<file path="src/rsof_pkg.sv">
// shared types, constants and the microcode program of the rolling sigma outlier filter
`default_nettype none

package rsof_pkg;

  // item and arithmetic widths
  localparam int DATA_W     = 32;
  localparam int LIMB_W     = 32;
  localparam int ACC_LIMBS  = 4;
  localparam int ACC_W      = LIMB_W * ACC_LIMBS;
  localparam int B_LIMBS    = 2;
  localparam int B_W        = LIMB_W * B_LIMBS;
  localparam int PROD_W     = 2 * LIMB_W;
  localparam int LEN_W      = 5;
  localparam int K_W        = 16;
  localparam int K_FRAC     = 8;
  localparam int SCALE_SH   = 2 * K_FRAC;
  localparam int STEP_W     = 6;

  // configuration port
  localparam int CFG_IDX_W  = 2;
  localparam int CFG_DATA_W = 16;
  localparam logic [CFG_IDX_W-1:0] REG_WINDOW_LEN  = CFG_IDX_W'(0);
  localparam logic [CFG_IDX_W-1:0] REG_THRESHOLD_K = CFG_IDX_W'(1);

  // defaults
  localparam int MAX_WINDOW_DEF = 16;
  localparam int MIN_WINDOW     = 2;
  localparam logic [LEN_W-1:0] LEN_RST = LEN_W'(5);
  localparam logic [K_W-1:0]   K_RST   = K_W'(829);

  // program labels
  localparam logic [STEP_W-1:0] ST_IDLE     = STEP_W'(0);
  localparam logic [STEP_W-1:0] ST_DISPATCH = STEP_W'(1);
  localparam logic [STEP_W-1:0] ST_LOOP     = STEP_W'(2);
  localparam logic [STEP_W-1:0] ST_FINISH   = STEP_W'(42);
  localparam logic [STEP_W-1:0] ST_WARM     = STEP_W'(43);

  typedef enum logic [2:0] {
    COND_NEVER,
    COND_NO_ITEM,
    COND_WARM,
    COND_MORE,
    COND_OUT_BUSY
  } cond_t;

  typedef enum logic [1:0] {
    SRC_A_NONE,
    SRC_A_ACC,
    SRC_A_SM,
    SRC_A_DEV
  } a_src_t;

  typedef enum logic [2:0] {
    SRC_B_NONE,
    SRC_B_N,
    SRC_B_K,
    SRC_B_SM,
    SRC_B_DEV,
    SRC_B_NM1S
  } b_src_t;

  typedef enum logic [1:0] {
    COMMIT_NONE,
    COMMIT_WARM,
    COMMIT_TEST
  } commit_t;

  // one control word of the program
  typedef struct packed {
    logic              take;
    cond_t             cond;
    logic [STEP_W-1:0] target;
    logic              ret;
    logic              init;
    logic              rd;
    a_src_t            ld_a;
    b_src_t            ld_b;
    logic              ld_r;
    logic              clr_acc;
    logic              mac;
    logic [1:0]        a_limb;
    logic              b_limb;
    logic [1:0]        sh;
    logic              sub;
    commit_t           commit;
  } ctl_t;

  // status flags from the datapath to the sequencer
  typedef struct packed {
    logic warm;
    logic more;
    logic out_busy;
  } sts_t;

  function automatic ctl_t uc_nop();
    ctl_t w;
    w = '0;
    return w;
  endfunction

  // limb product, shifted by whole limbs, added to or taken from the accumulator
  function automatic ctl_t uc_mac(logic [1:0] a_limb, logic b_limb, logic [1:0] sh,
                                  logic sub);
    ctl_t w;
    w        = uc_nop();
    w.mac    = 1'b1;
    w.a_limb = a_limb;
    w.b_limb = b_limb;
    w.sh     = sh;
    w.sub    = sub;
    return w;
  endfunction

  // operand loads, optional accumulator clear and rhs capture
  function automatic ctl_t uc_load(a_src_t a, b_src_t b, logic clr, logic ld_r);
    ctl_t w;
    w         = uc_nop();
    w.ld_a    = a;
    w.ld_b    = b;
    w.clr_acc = clr;
    w.ld_r    = ld_r;
    return w;
  endfunction

  // program rom
  function automatic ctl_t rsof_ucode(logic [STEP_W-1:0] step);
    ctl_t w;
    w = uc_nop();
    unique case (step)
      ST_IDLE: begin
        w.take   = 1'b1;
        w.cond   = COND_NO_ITEM;
        w.target = ST_IDLE;
      end
      ST_DISPATCH: begin
        w.init   = 1'b1;
        w.cond   = COND_WARM;
        w.target = ST_WARM;
      end
      ST_LOOP: begin
        w.rd     = 1'b1;
        w.cond   = COND_MORE;
        w.target = ST_LOOP;
      end
      // n times sum of squares
      STEP_W'(5):  w = uc_load(SRC_A_ACC, SRC_B_N, 1'b1, 1'b0);
      STEP_W'(6):  w = uc_mac(2'd0, 1'b0, 2'd0, 1'b0);
      STEP_W'(7):  w = uc_mac(2'd1, 1'b0, 2'd1, 1'b0);
      STEP_W'(8):  w = uc_mac(2'd2, 1'b0, 2'd2, 1'b0);
      // minus square of the sum
      STEP_W'(9):  w = uc_load(SRC_A_SM, SRC_B_SM, 1'b0, 1'b0);
      STEP_W'(10): w = uc_mac(2'd0, 1'b0, 2'd0, 1'b1);
      STEP_W'(11): w = uc_mac(2'd0, 1'b1, 2'd1, 1'b1);
      STEP_W'(12): w = uc_mac(2'd1, 1'b0, 2'd1, 1'b1);
      STEP_W'(13): w = uc_mac(2'd1, 1'b1, 2'd2, 1'b1);
      // spread times k
      STEP_W'(15): w = uc_load(SRC_A_ACC, SRC_B_K, 1'b1, 1'b0);
      STEP_W'(16): w = uc_mac(2'd0, 1'b0, 2'd0, 1'b0);
      STEP_W'(17): w = uc_mac(2'd1, 1'b0, 2'd1, 1'b0);
      STEP_W'(18): w = uc_mac(2'd2, 1'b0, 2'd2, 1'b0);
      // times k again
      STEP_W'(20): w = uc_load(SRC_A_ACC, SRC_B_K, 1'b1, 1'b0);
      STEP_W'(21): w = uc_mac(2'd0, 1'b0, 2'd0, 1'b0);
      STEP_W'(22): w = uc_mac(2'd1, 1'b0, 2'd1, 1'b0);
      STEP_W'(23): w = uc_mac(2'd2, 1'b0, 2'd2, 1'b0);
      // times n gives the right-hand side
      STEP_W'(25): w = uc_load(SRC_A_ACC, SRC_B_N, 1'b1, 1'b0);
      STEP_W'(26): w = uc_mac(2'd0, 1'b0, 2'd0, 1'b0);
      STEP_W'(27): w = uc_mac(2'd1, 1'b0, 2'd1, 1'b0);
      STEP_W'(28): w = uc_mac(2'd2, 1'b0, 2'd2, 1'b0);
      STEP_W'(29): w = uc_mac(2'd3, 1'b0, 2'd3, 1'b0);
      // deviation squared
      STEP_W'(31): w = uc_load(SRC_A_DEV, SRC_B_DEV, 1'b1, 1'b1);
      STEP_W'(32): w = uc_mac(2'd0, 1'b0, 2'd0, 1'b0);
      STEP_W'(33): w = uc_mac(2'd0, 1'b1, 2'd1, 1'b0);
      STEP_W'(34): w = uc_mac(2'd1, 1'b0, 2'd1, 1'b0);
      STEP_W'(35): w = uc_mac(2'd1, 1'b1, 2'd2, 1'b0);
      // times (n-1) scaled gives the left-hand side
      STEP_W'(37): w = uc_load(SRC_A_ACC, SRC_B_NM1S, 1'b1, 1'b0);
      STEP_W'(38): w = uc_mac(2'd0, 1'b0, 2'd0, 1'b0);
      STEP_W'(39): w = uc_mac(2'd1, 1'b0, 2'd1, 1'b0);
      STEP_W'(40): w = uc_mac(2'd2, 1'b0, 2'd2, 1'b0);
      ST_FINISH: begin
        w.commit = COMMIT_TEST;
        w.cond   = COND_OUT_BUSY;
        w.target = ST_FINISH;
        w.ret    = 1'b1;
      end
      ST_WARM: begin
        w.commit = COMMIT_WARM;
        w.cond   = COND_OUT_BUSY;
        w.target = ST_WARM;
        w.ret    = 1'b1;
      end
      default: w = uc_nop();
    endcase
    return w;
  endfunction

endpackage

`default_nettype wire

</file>
<file path="src/rsof_seq.sv">
// microcode sequencer: step counter, program rom and conditional jumps
`default_nettype none

module rsof_seq (
  input  wire logic          clk,
  input  wire logic          rst_n,
  input  wire logic          in_valid,
  input  wire rsof_pkg::sts_t sts,
  output rsof_pkg::ctl_t     ctl
);

  logic [rsof_pkg::STEP_W-1:0] step_r;
  logic [rsof_pkg::STEP_W-1:0] step_nxt;
  logic                        cond_hit;

  // current control word
  assign ctl = rsof_pkg::rsof_ucode(step_r);

  // jump condition
  always_comb begin
    unique case (ctl.cond)
      rsof_pkg::COND_NEVER:    cond_hit = 1'b0;
      rsof_pkg::COND_NO_ITEM:  cond_hit = !in_valid;
      rsof_pkg::COND_WARM:     cond_hit = sts.warm;
      rsof_pkg::COND_MORE:     cond_hit = sts.more;
      rsof_pkg::COND_OUT_BUSY: cond_hit = sts.out_busy;
      default:                 cond_hit = 1'b0;
    endcase
  end

  // next step
  always_comb begin
    priority if (cond_hit) begin
      step_nxt = ctl.target;
    end else if (ctl.ret) begin
      step_nxt = rsof_pkg::ST_IDLE;
    end else begin
      step_nxt = step_r + rsof_pkg::STEP_W'(1);
    end
  end

  always_ff @(posedge clk) begin
    if (!rst_n) begin
      step_r <= rsof_pkg::ST_IDLE;
    end else begin
      step_r <= step_nxt;
    end
  end

endmodule

`default_nettype wire

</file>
<file path="config.mk">
export PLATFORM = sky130hd
export DESIGN_NAME = rsof_seq
export DESIGN_NICKNAME = d
export VERILOG_FILES = /design/src/rsof_pkg.sv /design/src/rsof_seq.sv
export SDC_FILE = /design/constraint.sdc
export NUM_CORES = 1
export LEC_CHECK = 0
export BUFFER_PORTS_ARGS = -buffer_cell sky130_fd_sc_hd__buf_2
export CORE_ASPECT_RATIO = 1.4
export CORE_MARGIN = 1.5
export CORE_UTILIZATION = 54
export DETAILED_ROUTE_END_ITERATION = 10
export GPL_TIMING_DRIVEN = 0
export PLACE_DENSITY_LB_ADDON = 0.25
export SLEW_MARGIN = 20
export SYNTH_ARGS = -nofsm -noshare
export SYNTH_HDL_FRONTEND = slang
export SYNTH_SLANG_ARGS = --single-unit
</file>
<file path="constraint.sdc">
create_clock -name clk -period 5 [get_ports clk]
set_input_delay 1 -clock clk [delete_from_list [all_inputs] [get_ports clk]]
set_output_delay 1 -clock clk [all_outputs]
set_load 0.05 [all_outputs]
</file>
==> run_results.csv, run 1 <==
group,metric,value,unit
clock_tree,cts_resized,0,
clock_tree,cts_root_buf,"clkbuf_4",
cells_and_area,largestRegisters,"step_r x6",
routing,via_per_inst,6.10,
clock_tree,hold_buffers,0,
synth,ys_types,47,
global_route,grt_pass1_vias,1170,
worst_setup_path,crit_fanout,10,
cells_and_area,syn2layout_area_growth,20.1,%
cells_and_area,fillers,165,
floorplan,dieArea,2230,sq um
global_route,antenna_found_initial,0,
synth,synthArstFlopShare,0,%
routing,drt-total-wl,3040,microns
timing,fin_crit_sh,68.4,%
worst_setup_path,cp-endpoint,"ctl[3]",
routing,firstDrtPassIters,4,
routing,drtAntennaViolNets,0,
floorplan,die_x,40.3,microns
placement,dpl.hpwl,2310,microns
clock_tree,clkLatencyLatePin,240,ps
routing,post_drt_wl_per_cell,14.3,microns
timing,fin_crit,3420,ps
worst_setup_path,cp.arrival,2420,ps
clock_tree,cts-buffers-inserted,3,
timing,relSlewSlack,65.3,%
timing,rsz0062_at_grt,"false",
global_route,grt_max_degree,11,
synth,avgSynthCellArea,6.70,sq um
synth,yosysSeqAreaShare,11.4,%
worst_setup_path,critPathRequiredTime,4000,ps
placement,io_buffers,32,
placement,dp_slack,1900,ps
timing,clock_skew,4.75,ps
worst_setup_path,worstSetupEndpointType,"output port",
cells_and_area,largest-register,"step_r",
worst_setup_path,setup.worst_path.start,"step_r[0]",
placement,routabilityCongestion,0.877,
synth,synth_edf_count,0,
timing,hold_viol_final,0,
clock_tree,cts_sinks,6,
floorplan,initial_utilization,58.4,%
global_route,track_usage,29.5,%
worst_setup_path,reg2reg_to,"step_r[0]",
clock_tree,htree_levels,1,
floorplan,rows,18,
cells_and_area,fin_nets,205,
synth,syn_inst,157,
floorplan,io_pins,35,
synth,yosys_warnings,0,
synth,ys.flop_type,"dfxtp_1",
clock_tree,path_clk_slew,40,ps
routing,first_iter_violations,38,
timing,setup_violations,0,
synth,syn-cell-area,1050,sq um
worst_setup_path,crit_type,"reg -> out",
timing,setup_ws,1580,ps
synth,ys_seq_elements,6,
worst_setup_path,reg2reg_depth,8,
global_route,grt_pass1_wl,4760,microns
floorplan,dieHeight,55.2,microns
worst_setup_path,cp-start-kind,"flip-flop",
clock_tree,clockBufferDepth,2,
floorplan,coreArea,1800,sq um
worst_hold_path,hp-class,"reg -> reg",
worst_hold_path,holdPathStages,1,
timing,fin_setup_tns,0,ps
cells_and_area,diodes,0,
global_route,overflow,0,
timing,worst_pin_slew,515,ps
worst_setup_path,r2r_start,"step_r[0]",
clock_tree,cts_tree,"yes",
outcome,status,"finished, final reports clean",
flow_run,max-cap-violations,0,
timing,maxSlewViolCount,0,
clock_tree,cts_setup_buffers,0,
cells_and_area,largest_reg_flops,6,
routing,vias,1300,
cells_and_area,drive_gt1_share,26.4,%
worst_setup_path,r2r_slack,2770,ps
timing,clock.fmax,292,MHz
routing,drc_errors,0,
layout make-up:
type                    instances  area [sq um]  share of cell area, %
repair buffers                 32           160                   12.7
flip-flops and latches          6           120                   9.50
multi-input cells             124           813                   64.4
plain buffers                  18          85.1                   6.73
inverters                      10          37.5                   2.97
well taps                      20          25.0                   1.98
clock buffers                   3          22.5                   1.78
worst max-delay path, stage by stage, from the launching register on:
cell,delay [ps]
dfxtp_1,430
inv_1,90
ha_1,260
clkbuf_1,240
mux2_2,310
a22oi_1,170
mux2i_1,100
a21oi_1,240
o31ai_1,100
buf_2,230
layout by cell type (no fill, tap or decap), types with 5 or more instances in the layout:
cell / instances
buf_2: 34
clkbuf_1: 10
a21oi_1: 8
nor3_1: 7
dfxtp_1: 6
nand2b_1: 6
and3_1: 5
nand2_1: 9
nand3_1: 8
inv_1: 10
nor2b_1: 10
nor2_1: 15
cells by family after synthesis:
logic type	synth area share [%]
AO/OA/AOI/OAI	26.6
XOR/XNOR	4.16
adder cells (fa/ha/maj)	4.76
buffers and inverters	11.7
flip-flops	11.4
multiplexers	3.09
other	0.356
AND/OR/NAND/NOR	37.9
synth_stat cells, types with 2 or more instances:
master    count  area [sq um]
a21oi_1       8          40.0
a22oi_1       2          15.0
a32oi_1       2          17.5
and2_1        4          25.0
and3_1        5          31.3
buf_1         2          7.51
buf_2         2          10.0
buf_4         4          30.0
clkbuf_1     10          37.5
dfxtp_1       6           120
ha_1          4          50.1
inv_1        10          37.5
mux2_2        2          22.5
nand2_1       9          33.8
nand2b_1      6          37.5
nand3_1       8          40.0
nor2_1       15          56.3
nor2b_1      10          62.6
nor3_1        7          35.0
nor3b_1       2          15.0
o211ai_1      3          22.5
o21ai_0       3          15.0
o22ai_1       4          25.0
o31ai_1       2          15.0
or2_2         2          12.5
xnor2_1       3          26.3
xor2_1        2          17.5
how the worst min path moves through the flow:
stage,start,end,slack [ps]
6_report,step_r[0],step_r[0],580
5_1_grt,step_r[0],step_r[0],620
4_1_cts,step_r[0],step_r[0],580
3_5_place_dp,step_r[0],step_r[0],570
3_3_place_gp,step_r[0],step_r[0],550
2_1_floorplan,step_r[0],step_r[0],520
through the flow:
| stage | hold slack, ps | area, sq um | util [%] | std cells |
|---|---|---|---|---|
| global route | 621 | 1260 | 70.1 | 213 |
| finish | 582 | 1260 | 70.1 | 213 |
| global placement | 553 | 1240 | 68.9 | 210 |
| floorplan | 518 | 1060 | - | 158 |
| detailed placement | 568 | 1240 | 68.9 | 210 |
| CTS | 580 | 1260 | 70.1 | 213 |
metal layers:
metal / wire length [microns] / GRT usage, % / vias up
li1: - / - / 617
met1: 1180 / 33.9 / 588
met2: 1500 / 45.2 / 73
met3: 194 / 4.02 / 22
met4: 165 / 23.3 / 0
met5: 0 / 0 / -
Power of run 1 is left out: the tool's default activity adds up to more than one toggle a clock period on the data nets, which glitch-free logic cannot reach.
==> run 2: changes to the inputs <==
CORE_UTILIZATION = 50   (was 54)
clock period = 3.26 ns   (was 5 ns; I/O delays follow)
==> run_results.csv, run 2 (synthesis gave the netlist of run 1 again) <==
group,metric,value,unit
worst_setup_path,reg2reg_depth,8,
routing,drtAntennaViolNets,0,
cells_and_area,final-seq-area,120,sq um
routing,vias,1305,
worst_setup_path,critPathTopFamily,"buffers and inverters",
routing,post_drt_wl_per_cell,14.2,microns
routing,firstDrtPassIters,4,
clock_tree,clkLatencyLatePin,250,ps
clock_tree,cts_root_buf,"clkbuf_4",
placement,dpl.hpwl,2300,microns
worst_setup_path,cp.arrival,2430,ps
cells_and_area,largest_reg_flops,6,
cells_and_area,drive_gt1_share,26.4,%
timing,fin_crit_sh,94.6,%
floorplan,dieHeight,57.3,microns
cells_and_area,largest-register,"step_r",
cells_and_area,most-common-layout-cells,"34 x buf_2, 15 x nor2_1, 10 x clkbuf_1, 10 x nor2b_1, 10 x inv_1",
cells_and_area,syn2layout_area_growth,20.2,%
timing,maxSlewViolCount,0,
timing,hold_viol_final,0,
outcome,status,"finished, final reports clean",
placement,routabilityCongestion,0.939,
clock_tree,cts-buffers-inserted,3,
floorplan,rows,19,
timing,fin_crit,3080,ps
clock_tree,cts_resized,0,
flow_run,max-cap-violations,0,
timing,worst_pin_slew,534,ps
clock_tree,cts_sinks,6,
worst_setup_path,cp-start-kind,"flip-flop",
floorplan,dieArea,2390,sq um
global_route,track_usage,25.8,%
routing,via_per_inst,6.10,
floorplan,io_pins,35,
cells_and_area,largestRegisters,"step_r x6",
routing,drc_errors,0,
clock_tree,htree_levels,1,
worst_setup_path,worstSetupEndpointType,"output port",
clock_tree,hold_buffers,0,
global_route,grt_pass1_vias,1156,
floorplan,coreArea,1970,sq um
timing,clock.fmax,324,MHz
worst_setup_path,crit_buf_inv,3,
clock_tree,clockBufferDepth,2,
cells_and_area,final_common_cell,"buf_2",
placement,io_buffers,32,
cells_and_area,fin_nets,205,
cells_and_area,multi_input_area,813,sq um
worst_hold_path,holdPathStages,1,
clock_tree,cts_setup_buffers,0,
worst_setup_path,slowest_delay,430,ps
global_route,overflow,0,
timing,setup_violations,0,
cells_and_area,fillers,192,
clock_tree,path_clk_slew,50,ps
global_route,grt_pass1_wl,4930,microns
timing,relSlewSlack,64.0,%
worst_setup_path,critPathRequiredTime,2610,ps
global_route,grt_max_degree,11,
floorplan,initial_utilization,53.3,%
global_route,antenna_found_initial,0,
clock_tree,cts_tree,"yes",
worst_setup_path,cp_slowest_cell,"dfxtp_1",
worst_setup_path,worstPathCellList,"inv_1 > ha_1 > clkbuf_1 > mux2_2 > a22oi_1 > mux2i_1 > a21oi_1 > o31ai_1 > buf_2",
timing,fin_setup_tns,0,ps
routing,first_iter_violations,35,
cells_and_area,diodes,0,
worst_hold_path,hp-class,"reg -> reg",
worst_setup_path,worst-path-stages,9,
worst_setup_path,crit_type,"reg -> out",
timing,rsz0062_at_grt,"false",
routing,drt-total-wl,3050,microns
worst_setup_path,crit_fanout,10,
floorplan,die_x,41.8,microns
timing,clock_skew,8.47,ps
==> run 2: cell counts in the layout (fill, tap and decap cells not counted) <==
Identical to the previous run, type by type.
==> run 2: layout make-up <==
cell class / count / area share (%)
Inverter: 10 / 2.97
Buffer: 18 / 6.73
Timing Repair Buffer: 32 / 12.7
Tap cell: 21 / 2.08
Clock buffer: 3 / 1.78
Multi-Input combinational cell: 124 / 64.3
Sequential cell: 6 / 9.50
==> run 2: path summary, 6_finish.rpt <==
| kind | from | endpoint | slack (ps) |
|---|---|---|---|
| worst min register to register | step_r[0] | step_r[0] | 590 |
| worst max register to register | step_r[0] | step_r[0] | 1020 |
| worst min-delay path | step_r[0] | step_r[0] | 590 |
| worst max-delay path | step_r[0] | ctl[3] | 180 |
==> run 2: layer usage <==
layer / vias up / part of all wire, % / track usage, %
met5: - / 0 / 0
met4: 0 / 2.4 / 14.3
met3: 13 / 5.9 / 0.949
met2: 67 / 51 / 47.8
met1: 606 / 40 / 29.0
li1: 619 / - / -
==> run 2: stage by stage <==
| stage | hold WS, ps | util, % | cell area (sq um) | worst slack [ps] | cells |
|---|---|---|---|---|---|
| after floorplan | 518 | - | 1060 | 319 | 158 |
| after global placement | 550 | 63.0 | 1240 | 555 | 211 |
| after detailed placement | 575 | 63.0 | 1240 | 493 | 211 |
| after CTS | 586 | 64.1 | 1260 | 223 | 214 |
| after global routing | 651 | 64.1 | 1260 | 45.3 | 214 |
| final | 586 | 64.1 | 1260 | 176 | 214 |
Power of run 2 is left out for the same reason.
==> run 3: changes to the inputs <==
CORE_UTILIZATION = 45   (was 50)
==> run_results.csv, run 3 (synthesis gave the netlist of run 1 again) <==
group,metric,value,unit
outcome,status,"finished, final reports clean",
floorplan,io_pins,35,
timing,whs,570,ps
placement,routabilityCongestion,0.941,
worst_setup_path,cp.arrival,2410,ps
floorplan,dieArea,2640,sq um
worst_hold_path,min_from,"step_r[0]",
clock_tree,hold_buffers,0,
cells_and_area,utilization,57.5,%
worst_setup_path,crit_type,"reg -> out",
placement,dpl.hpwl,2320,microns
clock_tree,clockBufferDepth,2,
worst_hold_path,holdPathStages,1,
routing,drtAntennaViolNets,0,
timing,fin_setup_tns,0,ps
worst_setup_path,r2r_slack,1090,ps
timing,clock.fmax,326,MHz
worst_setup_path,setup.worst_path.start,"step_r[0]",
floorplan,initial_utilization,47.8,%
floorplan,dieHeight,60.2,microns
worst_setup_path,critPathRequiredTime,2610,ps
routing,firstDrtPassIters,4,
global_route,grt_pass1_wl,5000,microns
cells_and_area,diodes,0,
cells_and_area,final_common_cell,"buf_2",
routing,vias,1254,
global_route,grt_pass1_vias,1084,
worst_hold_path,hp-class,"reg -> reg",
clock_tree,cts_tree,"yes",
worst_setup_path,cp-start-kind,"flip-flop",
timing,setup_violations,0,
clock_tree,cts_root_buf,"clkbuf_4",
global_route,grt_max_degree,11,
timing,worst_pin_slew,499,ps
routing,via_per_inst,5.83,
worst_setup_path,worstSetupEndpointType,"output port",
cells_and_area,most-common-layout-cells,"34 x buf_2, 15 x nor2_1, 10 x clkbuf_1, 10 x nor2b_1, 10 x inv_1",
clock_tree,clkLatencyLatePin,260,ps
worst_setup_path,reg2reg_depth,8,
clock_tree,cts_resized,0,
timing,fin_crit,3070,ps
flow_run,max-cap-violations,0,
timing,relSlewSlack,66.4,%
routing,first_iter_violations,37,
clock_tree,cts-buffers-inserted,3,
cells_and_area,largest_reg_flops,6,
floorplan,coreArea,2200,sq um
cells_and_area,drive_gt1_share,26.4,%
timing,clock_skew,2.87,ps
floorplan,die_x,43.9,microns
routing,drt-total-wl,2980,microns
global_route,track_usage,25.0,%
clock_tree,cts_setup_buffers,0,
worst_setup_path,r2r_start,"step_r[0]",
worst_hold_path,hold_end,"step_r[0]",
timing,fin_crit_sh,94.1,%
routing,drc_errors,0,
timing,rsz0062_at_grt,"false",
routing,post_drt_wl_per_cell,13.9,microns
worst_setup_path,crit_fanout,10,
clock_tree,htree_levels,1,
cells_and_area,largestRegisters,"step_r x6",
clock_tree,path_clk_slew,40,ps
placement,io_buffers,32,
timing,hold_viol_final,0,
timing,maxSlewViolCount,0,
clock_tree,cts_sinks,6,
cells_and_area,syn2layout_area_growth,20.3,%
global_route,antenna_found_initial,0,
worst_setup_path,reg2reg_to,"step_r[0]",
cells_and_area,largest-register,"step_r",
floorplan,rows,20,
global_route,overflow,0,
cells_and_area,fin_nets,205,
[run 3: worst max-delay path by stage]
stage,end,slack [ps],cells past startpoint
after floorplan,ctl[3],320,5
after global placement,ctl[14],550,9
after detailed placement,ctl[3],510,9
after CTS,ctl[3],230,9
after global routing,ctl[4],9,8
final,ctl[3],190,9
[run 3: worst max-delay path, stage by stage (launching register included)]
cell,delay (ps)
dfxtp_1,410
inv_1,90
ha_1,260
clkbuf_1,230
mux2_2,310
a22oi_1,180
mux2i_1,110
a21oi_1,230
o31ai_1,100
buf_2,230
[run 3: area by class of cell]
cell class / instances / area (sq um)
Buffer: 18 / 85.1
Sequential cell: 6 / 120
Timing Repair Buffer: 32 / 160
Fill cell: 237 / 936
Tap cell: 22 / 27.5
Multi-Input combinational cell: 124 / 813
Inverter: 10 / 37.5
Clock buffer: 3 / 22.5
[run 3: layer usage]
layer  track usage, %  vias up  share of wire, %
met5                0        -                 0
met4             9.09        0               1.9
li1                 -      622                 -
met2             46.0       67                52
met3             1.21        8               7.7
met1             29.8      557                39
[run 3: through the flow]
stage	std cells	area, sq um	worst slack [ps]
final	215	1270	193
after global routing	215	1270	8.60
after CTS	215	1270	227
after detailed placement	212	1240	511
after global placement	212	1240	547
after floorplan	158	1060	319
Power of run 3 is left out for the same reason.
